## src/hw/rtl/window_link_validity_fsm_defines.svh

```systemverilog
// Assertion macros shared by the RTL.
`ifndef WINDOW_LINK_VALIDITY_FSM_DEFINES_SVH
`define WINDOW_LINK_VALIDITY_FSM_DEFINES_SVH

// Combinational property, checked on every rising clock edge out of reset.
`define WLV_ASSERT(lbl, prop, msg) \
  lbl: assert property (@(posedge clk_i) disable iff (!rst_ni) (prop)) else $error(msg);

// Antecedent in this cycle, consequent in the next.
`define WLV_ASSERT_NEXT(lbl, ante, cons, msg) \
  lbl: assert property (@(posedge clk_i) disable iff (!rst_ni) (ante) |=> (cons)) \
    else $error(msg);

`endif

```

## src/hw/rtl/wlv_pkg.sv

```systemverilog
package wlv_pkg;

  localparam int unsigned MAX_WINDOW_DEF = 64;

  localparam int unsigned CFG_W     = 7;
  localparam int unsigned CFG_IDX_W = 3;
  localparam int unsigned ST_W      = 3;
  localparam int unsigned VERD_W    = 2;
  localparam int unsigned MODE_W    = 3;
  localparam int unsigned TOT_W     = 7;

  // message status codes
  localparam logic [ST_W-1:0] ST_OK       = 3'd0;
  localparam logic [ST_W-1:0] ST_REPEATED = 3'd1;
  localparam logic [ST_W-1:0] ST_WRONGSEQ = 3'd2;
  localparam logic [ST_W-1:0] ST_ERROR    = 3'd3;
  localparam logic [ST_W-1:0] ST_NOTAVAIL = 3'd4;
  localparam logic [ST_W-1:0] ST_NONEW    = 3'd5;

  // configuration register indexes
  localparam logic [CFG_IDX_W-1:0] CFG_WINDOW_SIZE     = 3'd0;
  localparam logic [CFG_IDX_W-1:0] CFG_MAX_ERR_INIT    = 3'd1;
  localparam logic [CFG_IDX_W-1:0] CFG_MAX_ERR_INVALID = 3'd2;
  localparam logic [CFG_IDX_W-1:0] CFG_MAX_ERR_VALID   = 3'd3;
  localparam logic [CFG_IDX_W-1:0] CFG_MIN_OK_INIT     = 3'd4;
  localparam logic [CFG_IDX_W-1:0] CFG_MIN_OK_INVALID  = 3'd5;
  localparam logic [CFG_IDX_W-1:0] CFG_MIN_OK_VALID    = 3'd6;

  localparam logic OP_CHECK = 1'b0;
  localparam logic OP_INIT  = 1'b1;

  typedef enum logic [MODE_W-1:0] {
    M_DEINIT  = 3'd0,
    M_NODATA  = 3'd1,
    M_INIT    = 3'd2,
    M_VALID   = 3'd3,
    M_INVALID = 3'd4
  } mode_e;

  typedef enum logic [VERD_W-1:0] {
    V_OK         = 2'd0,
    V_NOTOK      = 2'd1,
    V_WRONGSTATE = 2'd2
  } verdict_e;

  typedef struct packed {
    logic [CFG_W-1:0] window_size;
    logic [CFG_W-1:0] max_err_init;
    logic [CFG_W-1:0] max_err_invalid;
    logic [CFG_W-1:0] max_err_valid;
    logic [CFG_W-1:0] min_ok_init;
    logic [CFG_W-1:0] min_ok_invalid;
    logic [CFG_W-1:0] min_ok_valid;
  } cfg_t;

  function automatic logic is_ok(input logic [ST_W-1:0] s);
    return s == ST_OK;
  endfunction

  function automatic logic is_err(input logic [ST_W-1:0] s);
    return (s == ST_REPEATED) || (s == ST_WRONGSEQ) || (s == ST_ERROR);
  endfunction

endpackage

```

## src/hw/rtl/wlv_if.sv

```systemverilog
interface wlv_in_if import wlv_pkg::*; ();
  logic            valid;
  logic            ready;
  logic            op;
  logic [ST_W-1:0] msg_status;

  modport source (output valid, op, msg_status, input ready);
  modport sink   (input valid, op, msg_status, output ready);
endinterface

interface wlv_out_if import wlv_pkg::*; ();
  logic              valid;
  logic              ready;
  logic [VERD_W-1:0] verdict;
  logic [MODE_W-1:0] fsm_state;
  logic [TOT_W-1:0]  ok_total;
  logic [TOT_W-1:0]  err_total;

  modport source (output valid, verdict, fsm_state, ok_total, err_total, input ready);
  modport sink   (input valid, verdict, fsm_state, ok_total, err_total, output ready);
endinterface

interface wlv_cfg_if import wlv_pkg::*; ();
  logic                 valid;
  logic                 ready;
  logic [CFG_IDX_W-1:0] index;
  logic [CFG_W-1:0]     data;

  modport source (output valid, index, data, input ready);
  modport sink   (input valid, index, data, output ready);
endinterface

```

## src/hw/rtl/wlv_ring_ram.sv

```systemverilog
module wlv_ring_ram import wlv_pkg::*; #(
  parameter int unsigned DEPTH = MAX_WINDOW_DEF,
  parameter int unsigned AW    = (DEPTH > 1) ? $clog2(DEPTH) : 1
) (
  input  logic            clk_i,
  input  logic            we_i,
  input  logic [AW-1:0]   waddr_i,
  input  logic [ST_W-1:0] wdata_i,
  input  logic            re_i,
  input  logic [AW-1:0]   raddr_i,
  output logic [ST_W-1:0] rdata_o
);

  logic [ST_W-1:0] mem_q [DEPTH];
  logic [ST_W-1:0] rdata_q;

  always_ff @(posedge clk_i) begin
    if (we_i) begin
      mem_q[waddr_i] <= wdata_i;
    end
  end

  always_ff @(posedge clk_i) begin
    if (re_i) begin
      rdata_q <= mem_q[raddr_i];
    end
  end

  assign rdata_o = rdata_q;

endmodule

```

## src/hw/rtl/wlv_cfg_regs.sv

```systemverilog
module wlv_cfg_regs import wlv_pkg::*; (
  input  logic          clk_i,
  input  logic          rst_ni,
  wlv_cfg_if.sink       cfg_i,
  output cfg_t          cfg_o
);

  cfg_t cfg_q, cfg_d;

  assign cfg_i.ready = 1'b1;

  always_comb begin
    cfg_d = cfg_q;
    if (cfg_i.valid) begin
      unique case (cfg_i.index)
        CFG_WINDOW_SIZE:     cfg_d.window_size     = cfg_i.data;
        CFG_MAX_ERR_INIT:    cfg_d.max_err_init    = cfg_i.data;
        CFG_MAX_ERR_INVALID: cfg_d.max_err_invalid = cfg_i.data;
        CFG_MAX_ERR_VALID:   cfg_d.max_err_valid   = cfg_i.data;
        CFG_MIN_OK_INIT:     cfg_d.min_ok_init     = cfg_i.data;
        CFG_MIN_OK_INVALID:  cfg_d.min_ok_invalid  = cfg_i.data;
        CFG_MIN_OK_VALID:    cfg_d.min_ok_valid    = cfg_i.data;
        default: ;
      endcase
    end
  end

  always_ff @(posedge clk_i or negedge rst_ni) begin
    if (!rst_ni) begin
      cfg_q.window_size     <= CFG_W'(1);
      cfg_q.max_err_init    <= '0;
      cfg_q.max_err_invalid <= '0;
      cfg_q.max_err_valid   <= '0;
      cfg_q.min_ok_init     <= CFG_W'(1);
      cfg_q.min_ok_invalid  <= CFG_W'(1);
      cfg_q.min_ok_valid    <= CFG_W'(1);
    end else begin
      cfg_q <= cfg_d;
    end
  end

  assign cfg_o = cfg_q;

endmodule

```

## src/hw/rtl/window_link_validity_fsm.sv

```systemverilog
// Channel   Dir  Payload                                   Transfer
// in_i      in   op, msg_status                            valid & ready
// out_o     out  verdict, fsm_state, ok_total, err_total   valid & ready
// cfg_i     in   index, data                               valid & ready (ready tied high)
//
// One item per cycle sustained while the output accepts; each result goes from its input transfer
// into the update stage (ring read at the transfer) and then into the output register.
// The ring read for the next item uses the pointer just computed; a same-entry hit on the
// write in flight is forwarded. A fill count marks entries written since the last clear.
// Reset: no clearing pass, the block takes items from the first cycle after reset.
// A stalled output holds the update stage; the input stalls only when that stage is full.

`include "window_link_validity_fsm_defines.svh"

module window_link_validity_fsm import wlv_pkg::*; #(
  parameter int unsigned MAX_WINDOW = MAX_WINDOW_DEF
) (
  input  logic       clk_i,
  input  logic       rst_ni,
  wlv_in_if.sink     in_i,
  wlv_out_if.source  out_o,
  wlv_cfg_if.sink    cfg_i
);

  localparam int unsigned PW = (MAX_WINDOW > 1) ? $clog2(MAX_WINDOW) : 1;
  localparam int unsigned CW = $clog2(MAX_WINDOW + 1);
  localparam int unsigned EW = (CW > CFG_W) ? CW : CFG_W;

  cfg_t cfg;

  wlv_cfg_regs u_cfg (
    .clk_i  (clk_i),
    .rst_ni (rst_ni),
    .cfg_i  (cfg_i),
    .cfg_o  (cfg)
  );

  // state
  mode_e           mode_q, mode_d;
  logic [PW-1:0]   ptr_q, ptr_d;
  logic [CW-1:0]   fill_q, fill_d;
  logic [CW-1:0]   ok_q, ok_d;
  logic [CW-1:0]   err_q, err_d;

  // update stage
  logic            s1_valid_q;
  logic            s1_op_q;
  logic [ST_W-1:0] s1_st_q;
  logic            byp_q;
  logic [ST_W-1:0] byp_data_q;
  logic            old_vld_q;

  // output register
  logic              out_valid_q;
  verdict_e          verdict_q, verdict_d;
  mode_e             fsm_state_q;
  logic [TOT_W-1:0]  ok_tot_q, err_tot_q;

  logic            s1_fire, in_fire;
  logic            we;
  logic [ST_W-1:0] ram_rdata;
  logic [ST_W-1:0] old_st;
  logic [EW-1:0]   ws_ext, w_eff;
  logic [CW-1:0]   ok_add, err_add, fill_wr, ptr_inc;
  logic [PW-1:0]   ptr_wr;
  logic [EW-1:0]   ok_ext, err_ext;

  assign s1_fire    = s1_valid_q && (!out_valid_q || out_o.ready);
  assign in_i.ready = !s1_valid_q || s1_fire;
  assign in_fire    = in_i.valid && in_i.ready;

  wlv_ring_ram #(
    .DEPTH (MAX_WINDOW),
    .AW    (PW)
  ) u_ram (
    .clk_i   (clk_i),
    .we_i    (we),
    .waddr_i (ptr_q),
    .wdata_i (s1_st_q),
    .re_i    (in_fire),
    .raddr_i (ptr_d),
    .rdata_o (ram_rdata)
  );

  always_comb begin
    ws_ext = EW'(cfg.window_size);
    if (ws_ext == '0) begin
      w_eff = EW'(1);
    end else if (ws_ext > EW'(MAX_WINDOW)) begin
      w_eff = EW'(MAX_WINDOW);
    end else begin
      w_eff = ws_ext;
    end
  end

  // ring write: retire the overwritten entry, count the new one
  always_comb begin
    old_st  = byp_q ? byp_data_q : (old_vld_q ? ram_rdata : ST_NOTAVAIL);
    ok_add  = ok_q - CW'(is_ok(old_st) && (ok_q != '0)) + CW'(is_ok(s1_st_q));
    err_add = err_q - CW'(is_err(old_st) && (err_q != '0)) + CW'(is_err(s1_st_q));
    ptr_inc = CW'(ptr_q) + CW'(1);
    fill_wr = (ptr_inc > fill_q) ? ptr_inc : fill_q;
    ptr_wr  = (EW'(ptr_q) >= (w_eff - EW'(1))) ? '0 : ptr_inc[PW-1:0];
    ok_ext  = EW'(ok_add);
    err_ext = EW'(err_add);
  end

  always_comb begin
    mode_d    = mode_q;
    ptr_d     = ptr_q;
    fill_d    = fill_q;
    ok_d      = ok_q;
    err_d     = err_q;
    we        = 1'b0;
    verdict_d = V_NOTOK;
    if (s1_fire) begin
      if (s1_op_q == OP_INIT) begin
        mode_d    = M_DEINIT;
        ptr_d     = '0;
        fill_d    = '0;
        ok_d      = '0;
        err_d     = '0;
        verdict_d = V_OK;
      end else begin
        unique case (mode_q)
          M_DEINIT: begin
            mode_d    = M_NODATA;
            ptr_d     = '0;
            fill_d    = '0;
            ok_d      = '0;
            err_d     = '0;
            verdict_d = V_WRONGSTATE;
          end
          M_NODATA: begin
            if ((s1_st_q != ST_ERROR) && (s1_st_q != ST_NONEW)) begin
              mode_d = M_INIT;
            end
          end
          M_INIT, M_VALID, M_INVALID: begin
            we     = 1'b1;
            ptr_d  = ptr_wr;
            fill_d = fill_wr;
            ok_d   = ok_add;
            err_d  = err_add;
            unique case (mode_q)
              M_INIT: begin
                if (err_ext <= EW'(cfg.max_err_init) && ok_ext >= EW'(cfg.min_ok_init)) begin
                  mode_d    = M_VALID;
                  verdict_d = V_OK;
                end else if (err_ext > EW'(cfg.max_err_init)) begin
                  mode_d = M_INVALID;
                end
              end
              M_VALID: begin
                if (err_ext <= EW'(cfg.max_err_valid) && ok_ext >= EW'(cfg.min_ok_valid)) begin
                  verdict_d = V_OK;
                end else begin
                  mode_d = M_INVALID;
                end
              end
              default: begin
                if (err_ext <= EW'(cfg.max_err_invalid) &&
                    ok_ext >= EW'(cfg.min_ok_invalid)) begin
                  mode_d    = M_VALID;
                  verdict_d = V_OK;
                end
              end
            endcase
          end
          default: ;
        endcase
      end
    end
  end

  always_ff @(posedge clk_i or negedge rst_ni) begin
    if (!rst_ni) begin
      mode_q <= M_DEINIT;
      ptr_q  <= '0;
      fill_q <= '0;
      ok_q   <= '0;
      err_q  <= '0;
    end else begin
      mode_q <= mode_d;
      ptr_q  <= ptr_d;
      fill_q <= fill_d;
      ok_q   <= ok_d;
      err_q  <= err_d;
    end
  end

  always_ff @(posedge clk_i or negedge rst_ni) begin
    if (!rst_ni) begin
      s1_valid_q  <= 1'b0;
      out_valid_q <= 1'b0;
    end else begin
      if (in_fire) begin
        s1_valid_q <= 1'b1;
      end else if (s1_fire) begin
        s1_valid_q <= 1'b0;
      end
      if (s1_fire) begin
        out_valid_q <= 1'b1;
      end else if (out_o.ready) begin
        out_valid_q <= 1'b0;
      end
    end
  end

  always_ff @(posedge clk_i) begin
    if (in_fire) begin
      s1_op_q    <= in_i.op;
      s1_st_q    <= in_i.msg_status;
      byp_q      <= we && (ptr_d == ptr_q);
      byp_data_q <= s1_st_q;
      old_vld_q  <= CW'(ptr_d) < fill_d;
    end
    if (s1_fire) begin
      verdict_q   <= verdict_d;
      fsm_state_q <= mode_d;
      ok_tot_q    <= TOT_W'(ok_d);
      err_tot_q   <= TOT_W'(err_d);
    end
  end

  assign out_o.valid     = out_valid_q;
  assign out_o.verdict   = verdict_q;
  assign out_o.fsm_state = fsm_state_q;
  assign out_o.ok_total  = ok_tot_q;
  assign out_o.err_total = err_tot_q;

  `WLV_ASSERT(a_cnt_le_fill, (EW'(ok_q) + EW'(err_q)) <= EW'(fill_q), "counts exceed filled entries")
  `WLV_ASSERT(a_ptr_le_fill, CW'(ptr_q) <= fill_q, "ring pointer beyond filled prefix")
  `WLV_ASSERT(a_idle_empty, (mode_q != M_DEINIT && mode_q != M_NODATA) || fill_q == '0, "ring not empty before init state")
  `WLV_ASSERT_NEXT(a_fire_out, s1_fire, out_valid_q, "update without output")

endmodule

```

## src/flat_wrapper.sv

```systemverilog
// flat-port wrapper written by rule: the top's interface ports become plain ports
module window_link_validity_fsm_flat import wlv_pkg::*;
#(
  parameter int unsigned MAX_WINDOW = MAX_WINDOW_DEF
)
  (clk_i, rst_ni, in_i_valid, in_i_op, in_i_msg_status, in_i_ready, out_o_valid, out_o_verdict, out_o_fsm_state, out_o_ok_total, out_o_err_total, out_o_ready, cfg_i_valid, cfg_i_index, cfg_i_data, cfg_i_ready);
  wlv_in_if in_i_i ();
  wlv_out_if out_o_i ();
  wlv_cfg_if cfg_i_i ();
  input  logic clk_i;
  input  logic rst_ni;
  input wire logic [$bits(in_i_i.valid)-1:0] in_i_valid;
  input wire logic [$bits(in_i_i.op)-1:0] in_i_op;
  input wire logic [$bits(in_i_i.msg_status)-1:0] in_i_msg_status;
  output wire logic [$bits(in_i_i.ready)-1:0] in_i_ready;
  output wire logic [$bits(out_o_i.valid)-1:0] out_o_valid;
  output wire logic [$bits(out_o_i.verdict)-1:0] out_o_verdict;
  output wire logic [$bits(out_o_i.fsm_state)-1:0] out_o_fsm_state;
  output wire logic [$bits(out_o_i.ok_total)-1:0] out_o_ok_total;
  output wire logic [$bits(out_o_i.err_total)-1:0] out_o_err_total;
  input wire logic [$bits(out_o_i.ready)-1:0] out_o_ready;
  input wire logic [$bits(cfg_i_i.valid)-1:0] cfg_i_valid;
  input wire logic [$bits(cfg_i_i.index)-1:0] cfg_i_index;
  input wire logic [$bits(cfg_i_i.data)-1:0] cfg_i_data;
  output wire logic [$bits(cfg_i_i.ready)-1:0] cfg_i_ready;
  assign in_i_i.valid = in_i_valid;
  assign in_i_i.op = in_i_op;
  assign in_i_i.msg_status = in_i_msg_status;
  assign in_i_ready = in_i_i.ready;
  assign out_o_valid = out_o_i.valid;
  assign out_o_verdict = out_o_i.verdict;
  assign out_o_fsm_state = out_o_i.fsm_state;
  assign out_o_ok_total = out_o_i.ok_total;
  assign out_o_err_total = out_o_i.err_total;
  assign out_o_i.ready = out_o_ready;
  assign cfg_i_i.valid = cfg_i_valid;
  assign cfg_i_i.index = cfg_i_index;
  assign cfg_i_i.data = cfg_i_data;
  assign cfg_i_ready = cfg_i_i.ready;
  window_link_validity_fsm #(.MAX_WINDOW(MAX_WINDOW)) u_core (.clk_i(clk_i), .rst_ni(rst_ni), .in_i(in_i_i), .out_o(out_o_i), .cfg_i(cfg_i_i));
endmodule
```

## config.mk

```make
export PLATFORM = sky130hd
export DESIGN_NAME = window_link_validity_fsm_flat
export DESIGN_NICKNAME = d
export VERILOG_FILES = /design/src/hw/rtl/wlv_pkg.sv /design/src/hw/rtl/wlv_if.sv /design/src/hw/rtl/wlv_ring_ram.sv /design/src/hw/rtl/wlv_cfg_regs.sv /design/src/hw/rtl/window_link_validity_fsm.sv /design/src/flat_wrapper.sv
export VERILOG_INCLUDE_DIRS = /design/src /design/src/hw/rtl
export SDC_FILE = /design/constraint.sdc
export NUM_CORES = 1
export LEC_CHECK = 0
export BUFFER_PORTS_ARGS = -buffer_cell sky130_fd_sc_hd__buf_2
export CAP_MARGIN = 20
export CORE_UTILIZATION = 65
export CTS_BUF_LIST = sky130_fd_sc_hd__clkbuf_4 sky130_fd_sc_hd__clkbuf_8
export DETAILED_ROUTE_END_ITERATION = 8
export PLACE_DENSITY = 0.9
export RECOVER_POWER = 25
export SYNTH_ARGS = -nofsm -noshare
export SYNTH_HDL_FRONTEND = slang
export SYNTH_SLANG_ARGS = --single-unit
```

## constraint.sdc

```tcl
create_clock -name clk_i -period 9 [get_ports clk_i]
set_input_delay 0.9 -clock clk_i [delete_from_list [all_inputs] [get_ports clk_i]]
set_output_delay 0.9 -clock clk_i [all_outputs]
set_load 0.02 [all_outputs]
```

==> impl_metrics.py <==
metrics = {
    "final_layout": {
        "num-fill-cells": 1327,
        "area_growth_pct": 9.12,
        "layout-drive-gt1-share_pct": 14.2,
        "n_antenna_cell": 0,
        "multi_input_area_um2": 5540,
        "layout.nets": 1386,
        "final_core_util_pct": 72.1,
        "fin_cells": 1609,
        "regArea_um2": 8730,
    },
    "pwr": {
        "vdd_drop_max_uv": 153,
        "p_per_area_nw_per_um2": 246,
        "p_int_mw": 2.75,
        "seqPwrFrac_pct": 42.0,
        "comb_power_share_pct": 25.4,
        "p_clk_share_pct": 32.6,
        "p_sw_share_pct": 31.5,
        "power.switching_mw": 1.26,
        "p_leak_nw": 6.47,
    },
    "die": {
        "initial_core_util_pct": 66.1,
        "pin_count": 41,
        "dieArea_um2": 23600,
        "die_w_um": 154,
        "core_area_um2": 22600,
        "num_rows": 55,
        "die_y_um": 154,
    },
    "drt": {
        "first_pass_iters": 6,
        "drc": 0,
        "wl_mm": 36.7,
        "viasPerCell": 6.70,
        "drtAntennaViolNets": 0,
        "detail_route.wl_per_cell_um": 22.8,
        "route.vias.total": 10775,
        "drtIter0Drc": 1376,
    },
    "run_status": {
        "violations": "max-capacitance violations, max-slew violations",
        "outcome": "finished, violations left",
    },
    "yosys": {
        "syn-cell-area_um2": 15000,
        "yosysWarnings": 0,
        "ys_top_cells_by_area": "edfxtp_1 (45%), dfrtp_1 (13%), ha_1 (6.7%)",
        "synth_top_area_share_pct": 44.7,
        "synth.distinct_cells": 83,
        "synth_ff_type": "edfxtp_1",
        "syn_avg_cell_area_um2": 12.0,
        "syn_inst": 1245,
        "async_flop_share_pct": 26.6,
        "ys_seq_area_share_pct": 58.3,
        "synth_fp_nets": 1346,
        "ys_seq_elements": 304,
        "synth_largest_area_cell": "edfxtp_1",
        "synth-edff-count": 223,
    },
    "clocking": {
        "insertion_delay_ns": 0.59,
        "cts_max_level": 2,
        "cts.sinks": 304,
        "cts_setup_buffers": 0,
        "cts_buffers": 48,
        "cts_resized": 0,
        "clk_pin_slew_ns": 0.07,
        "ctsHoldBuffers": 0,
        "tritoncts": "done",
        "cts_root_buffer": "clkbuf_8",
        "cts.path.max_buffers": 3,
    },
    "sta": {
        "maxSlewHeadroom_pct": -127,
        "grt_setup_unrepaired": "no",
        "finalSetupViolations": 0,
        "finalMaxSlewViolations": 202,
        "fmax_mhz": 158,
        "hold_violations": 0,
        "final.min_clock_period_ns": 6.32,
        "worst_pin_slew_ns": 3.41,
        "fin_crit_sh_pct": 70.2,
        "tns_ns": 0,
        "clock_skew_ns": 0.0436,
    },
    "global_routing": {
        "antenna_found_initial": 0,
        "track_usage_pct": 31.5,
        "grt_overflow": 0,
        "grt_pass1_vias": 10754,
        "grt_max_degree": 82,
        "grt_pass1_wl_mm": 57.7,
    },
    "placement": {
        "dp_hpwl_mm": 23.1,
        "place.gp.congestion": 0.917,
        "portBuffers": 39,
        "place_inst": 1518,
    },
    "critical_path": {
        "path_max_fanout": 68,
        "crit_top_cell": "nor2_1",
        "critPathMaxStageDelay_ns": 2.11,
        "worstPathCellList": "clkbuf_1 -> nor2_1 -> nor2_1 -> ha_1 -> inv_1 -> fa_1 -> inv_1 -> a21oi_1 -> nor2_1 -> o21ai_0 -> a21oi_1 -> nor2_1 -> xnor2_1 -> ha_1 -> nand4_1 -> nand2_1 -> o21ai_0 -> o221ai_1 -> a221o_1",
        "reg2reg_setup_slack_ns": 2.68,
        "cp_data_required_time_ns": 9.33,
        "path_class": "reg -> reg",
        "slowest_stage": "clkbuf_1",
        "worstPathArrival_ns": 6.65,
        "critPathCaptureType": "flop",
        "startpoint_type": "flop",
    },
    "job": {
        "drv_cap": 3,
    },
    "hold_path": {
        "holdCritPathClass": "in -> async",
    },
}
## layout make-up
type	count	area share, %
clock inverter	24	1.56
sequential	304	53.4
timing repair buffer	51	1.64
clock buffer	65	5.09
tap	285	2.18
multi-input combinational	786	33.9
inverter	94	2.16
## logic make-up (layout without fill, tap and decap cells)
group,count (synthesis),in the layout,share of synthesized area (%)
fa+ha+maj,82,82,6.96
xor+xnor,18,18,1.05
flops,304,304,58.3
mux,77,77,5.51
buf+inv,155,234,4.79
simple gates,333,333,10.5
compound gates,275,275,12.8
other cells,1,1,0.0251
## sequential cells by signal (all words and copies together), names as in the netlist, 2 cells and up
register                count
u_core.u_ram.mem_q        192
u_core.ptr_q                6
u_core.out_o.ok_total       7
u_core.err_q                7
u_core.u_cfg.cfg_o         49
u_core.fill_q               7
u_core.s1_st_q              3
u_core.out_o.err_total      7
u_core.ok_q                 7
u_core.out_o.fsm_state      3
u_core.mode_q               3
u_core.u_ram.rdata_o        3
u_core.out_o.verdict        2
u_core.byp_data_q           3
## power groups by stage
stage	logic, mW	registers [mW]	clock network (mW)
2_1_floorplan	0.775	1.69	0
3_3_place_gp	0.932	1.70	0
3_5_place_dp	0.987	1.71	0
4_1_cts	1.00	1.68	1.31
5_1_grt	1.12	1.69	1.37
6_report	1.02	1.69	1.31
## layer usage
metal | vias up | part of all wire, % | GRT usage, %
li1 | 4703 | - | -
met1 | 5068 | 37 | 41.1
met2 | 789 | 46 | 49.7
met3 | 215 | 12 | 7.81
met4 | 0 | 5.2 | 15.6
met5 | - | 0 | 0
## synthesized netlist by cell type, types with 11 or more instances
master,number
mux2i_1,43
mux2_2,33
a211oi_1,27
edfxtp_1,223
a21oi_1,60
nand3_1,27
dfrtp_1,77
nand2_1,117
clkbuf_1,21
ha_1,80
nor2_1,100
o21a_1,15
nor2b_1,11
a22o_1,12
nand2b_1,11
o21ai_0,46
inv_1,90
buf_4,11
a21o_1,20
nor3_1,12
buf_2,15
## per-stage QoR
step	worst slack, ns	power [mW]	hold WS (ns)	area (um2)
global route	2.21	4.18	0.483	16300
detailed placement	3.48	2.69	0.495	15200
finish	2.68	4.01	0.459	16300
floorplan	4.72	2.47	0.479	15000
global placement	3.79	2.63	0.489	15200
CTS	3.39	3.99	0.474	16300
## path summary, 6_finish.rpt
kind                                                   startpoint                                  end  cells past startpoint
worst min register to register  u_core.u_cfg.cfg_o[5]$_DFFE_PN0P_    u_core.u_cfg.cfg_o[5]$_DFFE_PN0P_                      1
min in group clk_i                             in_i_msg_status[0]          u_core.s1_st_q[0]$_DFFE_PP_                      1
worst max register to register        u_core.s1_st_q[1]$_DFFE_PP_  u_core.out_o.fsm_state[0]$_DFFE_PP_                     19
worst max-delay path                  u_core.s1_st_q[1]$_DFFE_PP_  u_core.out_o.fsm_state[0]$_DFFE_PP_                     19
max in group asynchronous                                  rst_ni    u_core.u_cfg.cfg_o[1]$_DFFE_PN0P_                      2
worst min-delay path                                       rst_ni   u_core.u_cfg.cfg_o[41]$_DFFE_PN0P_                      1
## worst max-delay path, delay by kind of cell, from the launching register on
family | cells | cell delay (ns)
flops | 1 | 0.32
xor+xnor | 1 | 0.44
buf+inv | 3 | 2.24
compound gates | 6 | 1.32
simple gates | 6 | 0.74
fa+ha+maj | 3 | 0.97
## layout by cell type (no fill, tap or decap), types with 5 or more instances in the layout
cell / n
bufinv_16: 5
clkbuf_8: 55
clkbuf_4: 11
edfxtp_1: 223
clkinv_1: 7
a22o_1: 12
inv_1: 90
xnor2_1: 10
buf_4: 7
nand3b_1: 6
a221oi_1: 6
nand4_1: 7
a211o_1: 6
mux2i_1: 43
nor2_1: 100
a21oi_1: 60
a21o_1: 19
nand4b_1: 6
a31oi_1: 9
and4_1: 6
ha_1: 80
nand3_1: 27
nor3_1: 12
xor2_1: 8
a22oi_1: 10
o21a_1: 15
nand2b_1: 11
buf_2: 37
mux2_2: 33
a2111oi_0: 6
clkbuf_1: 6
nor2b_1: 11
clkinv_2: 9
dfrtp_1: 77
a211oi_1: 27
o21ai_0: 46
a221o_1: 5
nand2_1: 117
Note: power is estimated with default switching activity, not from simulation.
